$ cat config.mk
export PLATFORM = sky130hd
export DESIGN_NAME = mhpq_cell
export DESIGN_NICKNAME = d
export VERILOG_FILES = /design/src/rtl/min_heap_priority_queue_defines.svh /design/src/rtl/mhpq_pkg.sv /design/src/rtl/mhpq_cell.sv
export SDC_FILE = /design/constraint.sdc
export NUM_CORES = 1
export LEC_CHECK = 0
export ABC_AREA = 1
export BUFFER_PORTS_ARGS = -buffer_cell sky130_fd_sc_hd__buf_2
export CORE_MARGIN = 10
export CORE_UTILIZATION = 45
export CTS_BUF_LIST = sky130_fd_sc_hd__clkbuf_16
export CTS_CLUSTER_SIZE = 40
export DETAILED_ROUTE_END_ITERATION = 16
export GPL_TIMING_DRIVEN = 0
export PLACE_DENSITY_LB_ADDON = 0.08
export SLEW_MARGIN = 20
export SYNTH_ARGS = -nofsm -noshare
export SYNTH_HDL_FRONTEND = slang
export SYNTH_SLANG_ARGS = --single-unit
$ cat constraint.sdc
create_clock -name i_clk -period 8.5 [get_ports i_clk]
set_clock_uncertainty 0.15 [all_clocks]
set_input_delay 2.125 -clock i_clk [delete_from_list [all_inputs] [get_ports i_clk]]
set_output_delay 2.125 -clock i_clk [all_outputs]
set_load 0.05 [all_outputs]
$ cat src/rtl/min_heap_priority_queue_defines.svh
// ----------------------------------------------------------------------------
// Min-heap priority queue assertion macros
// Shared property wrappers clocked on i_clk, disabled during reset.
// ----------------------------------------------------------------------------
`ifndef MIN_HEAP_PRIORITY_QUEUE_DEFINES_SVH
`define MIN_HEAP_PRIORITY_QUEUE_DEFINES_SVH

// Property must hold at every clock edge out of reset.
`define MHPQ_CHECK(lbl, prop, msg) \
    lbl: assert property (@(posedge i_clk) disable iff (!i_rst_n) prop) else $error(msg);

// Condition must never be seen out of reset.
`define MHPQ_NEVER(lbl, cond, msg) \
    lbl: assert property (@(posedge i_clk) disable iff (!i_rst_n) !(cond)) else $error(msg);

`endif

$ cat src/rtl/mhpq_pkg.sv
// ----------------------------------------------------------------------------
// Min-heap priority queue package
// Sizes, item types, cell control and cell status structures.
// ----------------------------------------------------------------------------
package mhpq_pkg;

    localparam int CAPACITY = 256;
    localparam int ARITY    = 2;
    localparam int IDX_W    = $clog2(CAPACITY);
    localparam int CNT_W    = $clog2(CAPACITY + 1);
    localparam int SLOT_W   = $clog2(ARITY + 1);

    typedef enum logic [1:0] {
        FUNC_INSERT = 2'd0,
        FUNC_REMOVE = 2'd1,
        FUNC_UPDATE = 2'd2,
        FUNC_GET    = 2'd3
    } t_func;

    typedef enum logic [1:0] {
        STAT_OK        = 2'd0,
        STAT_EMPTY     = 2'd1,
        STAT_FULL      = 2'd2,
        STAT_NOT_FOUND = 2'd3
    } t_status;

    typedef struct packed {
        t_func       func;
        logic [15:0] in_vertex;
        logic [30:0] in_cost;
    } t_in_item;

    typedef struct packed {
        logic [15:0]        out_vertex;
        logic signed [31:0] out_cost;
        t_status            status;
        logic [8:0]         entry_total;
        logic               is_empty;
    } t_out_item;

    typedef struct packed {
        logic [30:0] cost;
        logic [15:0] vertex;
    } t_entry;

    typedef enum logic [3:0] {
        OP_NOP,
        OP_WRITE,
        OP_SEL_COUNT,
        OP_LOAD_ROOT,
        OP_UP,
        OP_DOWN,
        OP_SCAN_START,
        OP_SCAN,
        OP_SET,
        OP_SEL_TOK
    } t_op;

    typedef enum logic [3:0] {
        ST_IDLE,
        ST_WRITE,
        ST_SEL_LAST,
        ST_LOAD_ROOT,
        ST_UP,
        ST_DOWN,
        ST_SCAN_START,
        ST_SCAN,
        ST_SET,
        ST_SEL_TOK,
        ST_GET,
        ST_DONE
    } t_state;

    typedef struct packed {
        t_op              op;
        logic [CNT_W-1:0] count;
        t_entry           entry;
    } t_ctl;

    typedef struct packed {
        t_entry            entry;
        logic              live;
        logic              mark;
        logic              tok;
        logic              hit;
        logic              sel;
        logic              swap_up;
        logic              go_down;
        logic [SLOT_W-1:0] down_j;
    } t_cell_out;

    function automatic logic entry_less(input t_entry a, input t_entry b);
        return {a.cost, a.vertex} < {b.cost, b.vertex};
    endfunction

endpackage

$ cat src/rtl/mhpq_cell.sv
// ----------------------------------------------------------------------------
// Min-heap priority queue cell
// Holds one heap slot; swaps with its parent or a child, passes the scan token.
// ----------------------------------------------------------------------------
module mhpq_cell (
    input  logic                                  i_clk,
    input  logic                                  i_rst_n,
    input  logic [mhpq_pkg::IDX_W-1:0]            i_index,
    input  logic [mhpq_pkg::SLOT_W-1:0]           i_slot,
    input  mhpq_pkg::t_ctl                        i_ctl,
    input  mhpq_pkg::t_cell_out                   i_parent,
    input  mhpq_pkg::t_cell_out                   i_prev,
    input  mhpq_pkg::t_cell_out [mhpq_pkg::ARITY-1:0] i_child,
    output mhpq_pkg::t_cell_out                   o_cell
);

    mhpq_pkg::t_entry r_entry, n_entry;
    logic             r_mark, n_mark;
    logic             r_tok, n_tok;

    logic                          live, is_cnt, is_root;
    logic                          swap_up, go_down, hit, sel, up_in;
    mhpq_pkg::t_entry              best, up_entry;
    logic [mhpq_pkg::SLOT_W-1:0]   best_j;

    assign live    = mhpq_pkg::CNT_W'(i_index) < i_ctl.count;
    assign is_cnt  = mhpq_pkg::CNT_W'(i_index) == i_ctl.count;
    assign is_root = i_index == '0;

    always_comb begin
        best     = r_entry;
        best_j   = '0;
        up_in    = 1'b0;
        up_entry = i_child[0].entry;
        for (int j = 0; j < mhpq_pkg::ARITY; j++) begin
            if (i_child[j].live && mhpq_pkg::entry_less(i_child[j].entry, best)) begin
                best   = i_child[j].entry;
                best_j = mhpq_pkg::SLOT_W'(j + 1);
            end
            if (i_child[j].swap_up) begin
                up_in    = 1'b1;
                up_entry = i_child[j].entry;
            end
        end
    end

    assign swap_up = (i_ctl.op == mhpq_pkg::OP_UP) && r_mark && !is_root
                     && mhpq_pkg::entry_less(r_entry, i_parent.entry);
    assign go_down = (i_ctl.op == mhpq_pkg::OP_DOWN) && r_mark && (best_j != '0);
    assign hit     = (i_ctl.op == mhpq_pkg::OP_SCAN) && r_tok && live
                     && (r_entry.vertex == i_ctl.entry.vertex);
    assign sel     = ((i_ctl.op == mhpq_pkg::OP_SEL_COUNT) && is_cnt)
                     || ((i_ctl.op == mhpq_pkg::OP_SEL_TOK) && r_tok);

    always_comb begin
        n_entry = r_entry;
        n_mark  = r_mark;
        n_tok   = r_tok;
        case (i_ctl.op)
            mhpq_pkg::OP_WRITE: begin
                if (is_cnt) begin
                    n_entry = i_ctl.entry;
                    n_mark  = 1'b1;
                end
            end
            mhpq_pkg::OP_LOAD_ROOT: begin
                if (is_root) begin
                    n_entry = i_ctl.entry;
                    n_mark  = 1'b1;
                end
            end
            mhpq_pkg::OP_UP: begin
                n_mark = 1'b0;
                if (swap_up) begin
                    n_entry = i_parent.entry;
                end else if (up_in) begin
                    n_entry = up_entry;
                    n_mark  = 1'b1;
                end
            end
            mhpq_pkg::OP_DOWN: begin
                n_mark = 1'b0;
                if (go_down) begin
                    n_entry = best;
                end else if (i_parent.go_down && (i_parent.down_j == i_slot)) begin
                    n_entry = i_parent.entry;
                    n_mark  = 1'b1;
                end
            end
            mhpq_pkg::OP_SCAN_START: begin
                n_tok = is_root;
            end
            mhpq_pkg::OP_SCAN: begin
                n_tok = hit || (i_prev.tok && !i_prev.hit);
            end
            mhpq_pkg::OP_SET: begin
                if (r_tok) begin
                    n_entry.cost = i_ctl.entry.cost;
                    n_mark       = 1'b1;
                end
            end
            default: begin
            end
        endcase
    end

    always_ff @(posedge i_clk) begin
        r_entry <= n_entry;
        if (!i_rst_n) begin
            r_mark <= 1'b0;
            r_tok  <= 1'b0;
        end else begin
            r_mark <= n_mark;
            r_tok  <= n_tok;
        end
    end

    assign o_cell.entry   = r_entry;
    assign o_cell.live    = live;
    assign o_cell.mark    = r_mark;
    assign o_cell.tok     = r_tok;
    assign o_cell.hit     = hit;
    assign o_cell.sel     = sel;
    assign o_cell.swap_up = swap_up;
    assign o_cell.go_down = go_down;
    assign o_cell.down_j  = best_j;

endmodule
* After elaboration in Yosys (flattened, before gate mapping)
Index checks and enable logic that the tools add are counted.
** Storage, ports and cells
- Output and inout bits :: 56
- Bits of input ports :: 296
- Bits in registers :: 49
** Cells by class
- Eq/ne operators :: 17
- $lt $le $gt $ge :: 4
- Mux-type cells :: 25
- Reductions and logical operators :: 26
** Operator list (number)
- $mux 47 :: 9
- $pmux 31 s5 :: 1
- $lt 47x47->1 :: 3
- $pmux 16 s4 :: 1
- $mux 31 :: 1
- $eq 16x16->1 :: 1
- $eq 4x3->1 const B :: 4
- $logic_and 1x1->1 :: 14
- $mux 1 :: 10
- $eq 8x9->1 :: 1
- $lt 8x9->1 :: 1
- $eq 4x2->1 const B :: 2
- $eq 4x4->1 const B :: 2
- $logic_not 8->1 :: 1
- $ne 2x2->1 const B :: 3
- $reduce_and 6->1 :: 1
- $pmux 1 s5 :: 1
- $reduce_and 5->1 :: 1
- $reduce_bool 5->1 :: 1
- $eq 4x1->1 const B :: 1
- $reduce_and 4->1 :: 1
- $reduce_bool 2->1 :: 2
- $reduce_bool 4->1 :: 1
- $ne 3x2->1 const B :: 1
- 6 further kinds :: 8

* Logic depth before layout (Yosys ltp)
Gate-level depths: netlist (run 1).
- Depth after elaboration :: 10
- Mapped depth :: 34
- Gate-level depth less buffers :: 30

* Worst setup path before layout (run 1)
OpenSTA, ideal clock, no wires.
- Path type :: input-to-output
- Start point :: in i_child[55] in the netlist's numbering
- End point :: out o_cell[0] in the netlist's numbering
- Stages :: 24
- Data arrival time :: 6192 ps
- Slack :: 33 ps
- Cell sequence :: ha_1 nand2_1 nor2_1 nand2_1 nor2_1 nand2_1 nor2_1 nand2_1 nand3_2 clkbuf_1 clkbuf_1 o21ai_0 ha_1 nand2_1 inv_1 nand3_1 or2_2 nor4_1 nand2_1 nand2_2 buf_4 buf_4 inv_1 nor2_1
** RTL lines
- from (decl) :: RTL line mhpq_cell.sv:13 : input mhpq_pkg::t_cell_out [mhpq_pkg::ARITY-1:0] i_child,
- to (decl) :: RTL line mhpq_cell.sv:14 : output mhpq_pkg::t_cell_out o_cell

==> results.py, run 1 <==
metrics = {
    "critical_path": {
        "crit_fanout": 19,
        "critPathKind": "primary input to output port",
        "r2r_end": "o_cell[19]",
        "end_kind": "output port",
        "start_kind": "primary input",
        "r2r_start": "o_cell[31]",
        "worst_path_most_repeated_cell": "nand2_1",
        "r2r_cells": 28,
        "cpMaxStageDelayCell": "nor4_4",
        "regToRegSetupSlack_ns": 3.08,
        "slowest_delay_ns": 0.38,
        "cp.arrival_ns": 5.93,
        "required_ns": 6.23,
    },
    "floorplan": {
        "row_count": 52,
        "dieHeight_um": 164.6,
        "start_util_pct": 46.07,
        "die-area_mm2": 0.02710,
        "core_area_mm2": 0.02043,
        "die_w_um": 164.6,
        "io_pins": 352,
    },
    "drt": {
        "drt_iter0_markers": 1167,
        "drt_wl_total_um": 39990,
        "dr.pass1.iters": 5,
        "routed_via_density": 5.401,
        "via_count": 11650,
        "antenna_left": 0,
        "drc": 0,
        "wl_per_cell_um": 18.54,
    },
    "grt": {
        "grt_pass1_wl_um": 60200,
        "grtUsageMet2_pct": 45.89,
        "grt_util_met1_pct": 37.16,
        "grt_pass1_vias": 11130,
        "gr-total-overflow": 0,
        "track_usage_pct": 28.13,
        "grt_max_degree": 20,
        "antenna_found_initial": 3,
        "gr-max-usage-layer": "met2",
        "met3_usage_pct": 5.103,
    },
    "finish": {
        "final_cells": 2157,
        "drive_gt1_share_pct": 18.78,
        "nets": 2326,
        "postLayoutCoreUtil_pct": 56.48,
        "area_growth_pct": 22.60,
    },
    "logic_synthesis": {
        "synth_cell_types": 46,
        "synth_edf_count": 47,
        "async_flop_share_pct": 0,
        "syn-cell-area_mm2": 0.009412,
        "synth_fp_nets": 2036,
        "postSynthCellCount": 1594,
        "syn_avg_cell_area_um2": 5.904,
        "ys.flop_type": "edfxtp_1",
        "seq_area_frac_synth_pct": 15.42,
        "ys_ff_latch": 49,
        "yosysWarnings": 0,
    },
    "power_and_ir_drop": {
        "p_switching_uw": 650.6,
        "p_leak_nw": 6.669,
        "share_comb_of_total_power_pct": 58.1,
        "internal_power_uw": 672.8,
        "p_sw_share_pct": 49.16,
        "p_seq_share_pct": 24.3,
        "p_clk_share_pct": 17.6,
        "power_density_mw_per_mm2": 114.7,
        "ir_drop_uv": 85.21,
    },
    "hold_path": {
        "holdPathEnd": "r_tok",
        "hp-start": "r_tok",
        "worstHoldPathCells": 2,
        "hold_class": "flop to flop",
    },
    "clocking": {
        "clkSlewWorstSetupHoldPaths_ns": 0.08,
        "cts_max_path_buffers": 2,
        "h-tree-depth": 2,
        "clock-sinks": 49,
        "clock_latency_ns": 0.32,
        "cts_tree": "done",
        "cts_hold_buf": 0,
        "cts-root-buf": "clkbuf_16",
        "cts_made_buffers": 5,
    },
    "status": {
        "outcome": "completed",
    },
    "sta": {
        "tightest_slew_ns": 0.7742,
        "finalCritPeriodShare_pct": 96.49,
        "final_hold_viol_count": 0,
        "fmax_ghz": 0.1219,
        "setup_slack_ns": 0.2983,
        "finalCriticalPeriod_ns": 8.202,
        "fin_tns_setup_ns": 0,
        "slew_violations": 0,
        "setup_viol": 0,
        "slew_headroom_pct": 48.38,
        "holdWs_ns": 0.4363,
    },
    "placed_design": {
        "place_inst": 2142,
        "portBuffers": 276,
        "place.gp.congestion": 0.9260,
        "hpwl_um": 31990,
        "place_ws_ns": -1.027,
    },
    "job": {
        "cap_violations": 0,
    },
}
layer usage:
metal | vias to the layer above | routed length [um]
li1 | 5771 | -
met1 | 5236 | 17080
met2 | 571 | 17990
met3 | 70 | 3992
met4 | 2 | 913
met5 | - | 11
cell families (layout without fill, tap and decap cells):
| kind of cell | count (synthesis) | count (layout) | synth area share [%] |
|---|---|---|---|
| flip-flops | 49 | 49 | 15.42 |
| adder cells (fa/ha/maj) | 146 | 146 | 19.41 |
| AO/OA/AOI/OAI | 296 | 296 | 17.36 |
| XOR/XNOR | 7 | 7 | 0.6514 |
| other | 0 | 2 | 0 |
| buffers and inverters | 343 | 634 | 14.49 |
| AND/OR/NAND/NOR | 753 | 753 | 32.66 |
power by group through the flow:
stage	clock network [mW]	logic, mW	registers, mW
after floorplan	0	0.418	0.401
after global placement	0	0.722	0.328
after detailed placement	0	0.735	0.327
after CTS	0.235	0.746	0.322
after global routing	0.242	0.864	0.326
final	0.233	0.768	0.322
through the flow:
stage                     area [um^2]  power (mW)
after CTS                       11380       1.303
after global placement          11130       1.050
after global routing            11540       1.431
final                           11540       1.323
after floorplan                  9412      0.8196
after detailed placement        11180       1.063
cell usage after synthesis, types with 3 or more instances:
cell type  instances  area share, %
a21o_1             3           0.24
a211oi_1           8           0.64
o21a_1             3           0.24
xor2_1             5           0.47
ha_1             146             19
buf_2             13           0.69
nand3_1          115            6.1
o22ai_1            6           0.40
inv_1            265             11
o21ai_0          178            9.5
a32o_1             9           0.96
nor4_1             5           0.33
clkbuf_1          42            1.7
o2111ai_1          5           0.47
buf_1              6           0.24
nand4_1           16            1.1
buf_4             12           0.96
a21oi_1           63            3.4
nor3_1             7           0.37
nor2_1            48            1.9
nand2_1          550             22
edfxtp_1          47             15
o21ai_1            8           0.43
sequential cells by signal, summed over array words and instances (netlist names):
| name | cells |
|---|---|
| r_mark | 1 |
| r_tok | 1 |
| o_cell | 47 |
worst max-delay path: cells and delay by family:
family          cells  cell delay [ns]
simple gates       16             1.82
buf+inv             8             1.05
fa+ha+maj           2             0.60
compound gates      2             0.27
layout by cell type (no fill, tap or decap), types with 3 or more instances in the layout:
master,n
clkbuf_1,32
a21oi_1,62
clkbuf_16,5
nand3_1,114
nor3_1,6
inv_1,265
a21o_1,3
nor2_4,3
ha_1,146
o22ai_1,6
buf_1,6
o21ai_0,176
o21ai_1,10
nand2_2,4
buf_4,21
edfxtp_1,47
nand2_1,547
o2111ai_1,5
nor2_1,41
buf_2,286
buf_6,8
xor2_1,5
a211oi_1,8
nor4_1,3
nand4_1,16
a32o_1,9
inv_2,3
nor2_2,5
o21a_1,3
worst max-delay path by stage:
stage / from / endpoint / slack [ns] / depth (start not counted)
floorplan: i_child[55] / o_cell[0] / 0.03 / 24
global placement: i_child[39] / o_cell[25] / -1.19 / 29
detailed placement: i_child[39] / o_cell[0] / -1.03 / 27
CTS: i_child[55] / o_cell[0] / 0.03 / 25
global route: i_child[47] / o_cell[2] / -0.02 / 26
finish: i_child[31] / o_cell[0] / 0.30 / 28
what timing repair did:
action | CTS | global route
pin swaps | 0 | 5
gates cloned | 0 | 0
endpoints found under the setup margin | 3 | 3
setup buffers | 0 | 6
gates resized for setup | 25 | 38
cell type report:
cell class              count  area [um^2]
fillers                  2188         8891
multi-input cells        1202         6700
repair buffers            284         1474
flip-flops and latches     49         1451
inverters                 268         1006
plain buffers              74        420.4
well taps                 270        337.8
clock buffers               5        125.1
clock inverters             3        18.77
diodes                      2        5.005
Power figures use the tool's default switching activity.
==> run 2, diff against run 1 <==
--- a/config.mk
+++ b/config.mk
@@ -13,7 +13,7 @@
 export CTS_CLUSTER_SIZE = 40
 export DETAILED_ROUTE_END_ITERATION = 16
 export GPL_TIMING_DRIVEN = 0
-export PLACE_DENSITY_LB_ADDON = 0.08
+export PLACE_DENSITY_LB_ADDON = 0.12
 export SLEW_MARGIN = 20
 export SYNTH_ARGS = -nofsm -noshare
 export SYNTH_HDL_FRONTEND = slang
==> results.py, run 2 (synthesized netlist as in run 1, its figures left out) <==
metrics = {
    "critical_path": {
        "crit_fanout": 10,
        "end_kind": "output port",
        "critPathKind": "primary input to output port",
        "cp.arrival_ns": 5.95,
        "worst_path_most_repeated_cell": "nand2_1",
        "cpMaxStageDelayCell": "ha_1",
        "startpoint": "i_child[55]",
        "r2r_start": "o_cell[47]",
        "slowest_delay_ns": 0.32,
        "start_kind": "primary input",
        "required_ns": 6.23,
    },
    "job": {
        "cap_violations": 0,
    },
    "sta": {
        "slew_headroom_pct": 46.40,
        "finalCriticalPeriod_ns": 8.221,
        "fin_tns_setup_ns": 0,
        "rsz0062_at_grt": "yes",
        "slew_violations": 0,
        "tightest_slew_ns": 0.8040,
        "finalCritPeriodShare_pct": 96.72,
        "fmax_ghz": 0.1216,
        "setup_slack_ns": 0.2791,
        "setup_viol": 0,
        "final_hold_viol_count": 0,
    },
    "drt": {
        "drt_wl_total_um": 39730,
        "drt_iter0_markers": 1064,
        "dr.pass1.iters": 6,
        "via_count": 11630,
        "routed_via_density": 5.399,
        "wl_per_cell_um": 18.44,
        "drc": 0,
        "antenna_left": 0,
    },
    "finish": {
        "postLayoutCoreUtil_pct": 56.45,
        "final_common_cell": "nand2_1",
        "final_cells": 2154,
        "area_growth_pct": 22.53,
        "drive_gt1_share_pct": 18.60,
        "final-seq-area_mm2": 0.001451,
        "fillCellCount": 2195,
        "multi_input_area_mm2": 0.006693,
        "largest_reg_flops": 47,
        "layout_common_cells": "nand2_1, buf_2, inv_1, o21ai_0, ha_1",
        "nets": 2323,
    },
    "clocking": {
        "h-tree-depth": 2,
        "cts_hold_buf": 0,
        "clock_latency_ns": 0.32,
        "clock-sinks": 49,
        "cts_tree": "done",
        "cts-root-buf": "clkbuf_16",
        "cts_max_path_buffers": 2,
        "clkSlewWorstSetupHoldPaths_ns": 0.08,
        "cts_made_buffers": 5,
    },
    "floorplan": {
        "core_area_mm2": 0.02043,
        "die-area_mm2": 0.02710,
        "start_util_pct": 46.07,
        "dieHeight_um": 164.6,
        "io_pins": 352,
        "row_count": 52,
        "die_w_um": 164.6,
    },
    "placed_design": {
        "place_ws_ns": -1.125,
        "hpwl_um": 31910,
        "place.gp.congestion": 0.9187,
        "portBuffers": 276,
        "place_inst": 2142,
    },
    "grt": {
        "grt_max_degree": 20,
        "grt_pass1_wl_um": 59550,
        "track_usage_pct": 27.87,
        "gr-total-overflow": 0,
        "grt_pass1_vias": 11090,
        "antenna_found_initial": 1,
    },
    "hold_path": {
        "hp-start": "r_tok",
        "hold_class": "flop to flop",
    },
    "power_and_ir_drop": {
        "total_power_mw": 1.348,
        "ir_drop_uv": 77.24,
        "p_leak_nw": 6.673,
        "power_density_mw_per_mm2": 116.9,
    },
    "status": {
        "outcome": "completed",
    },
}
[run 2: critical path, delay by kind of cell]
family / cells / cell delay [ns]
fa+ha+maj: 2 / 0.63
compound gates: 3 / 0.43
buf+inv: 10 / 1.22
simple gates: 14 / 1.53
[run 2: final cells by class]
cell class	instances	share of cell area (%)
multi-input combinational	1202	58.03
antenna	2	0.04340
clock inverter	3	0.3363
sequential	49	12.59
inverter	268	8.723
clock buffer	5	1.085
buffer	74	3.645
tap	270	2.929
timing repair buffer	281	12.62
[run 2: worst paths after layout]
kind	cells after the start	slack [ns]	to
worst max-delay path	29	0.28	o_cell[2]
worst min-delay path	2	0.45	r_tok
worst max register to register	30	3.21	o_cell[16]
worst min register to register	2	0.45	r_tok
[run 2: where the power goes]
| group | leakage [nW] | internal [mW] | switching (mW) |
|---|---|---|---|
| Combinational | 6.14 | 0.266 | 0.499 |
| Clock | 0.0850 | 0.139 | 0.121 |
| Sequential | 0.451 | 0.296 | 0.0263 |
[run 2: what timing repair did]
item                                    in CTS  in global routing
endpoints found under the setup margin       3                  3
setup buffers                                0                  3
gates resized for setup                     30                 32
pin swaps                                    1                  4
[run 2: metrics by stage]
step                      hold slack, ns  cell area [um^2]
after floorplan                   0.3334              9412
after global placement            0.4082             11130
after detailed placement          0.4268             11180
after CTS                         0.4380             11430
after global routing              0.4940             11530
final                             0.4487             11530
[run 2: metal layers]
metal / vias up / routed length [um] / GRT usage (%)
li1: 5771 / - / -
met1: 5197 / 16650 / 35.65
met2: 588 / 17770 / 45.23
met3: 74 / 4230 / 6.871
met4: 0 / 1072 / 8.615
met5: - / 0 / 0
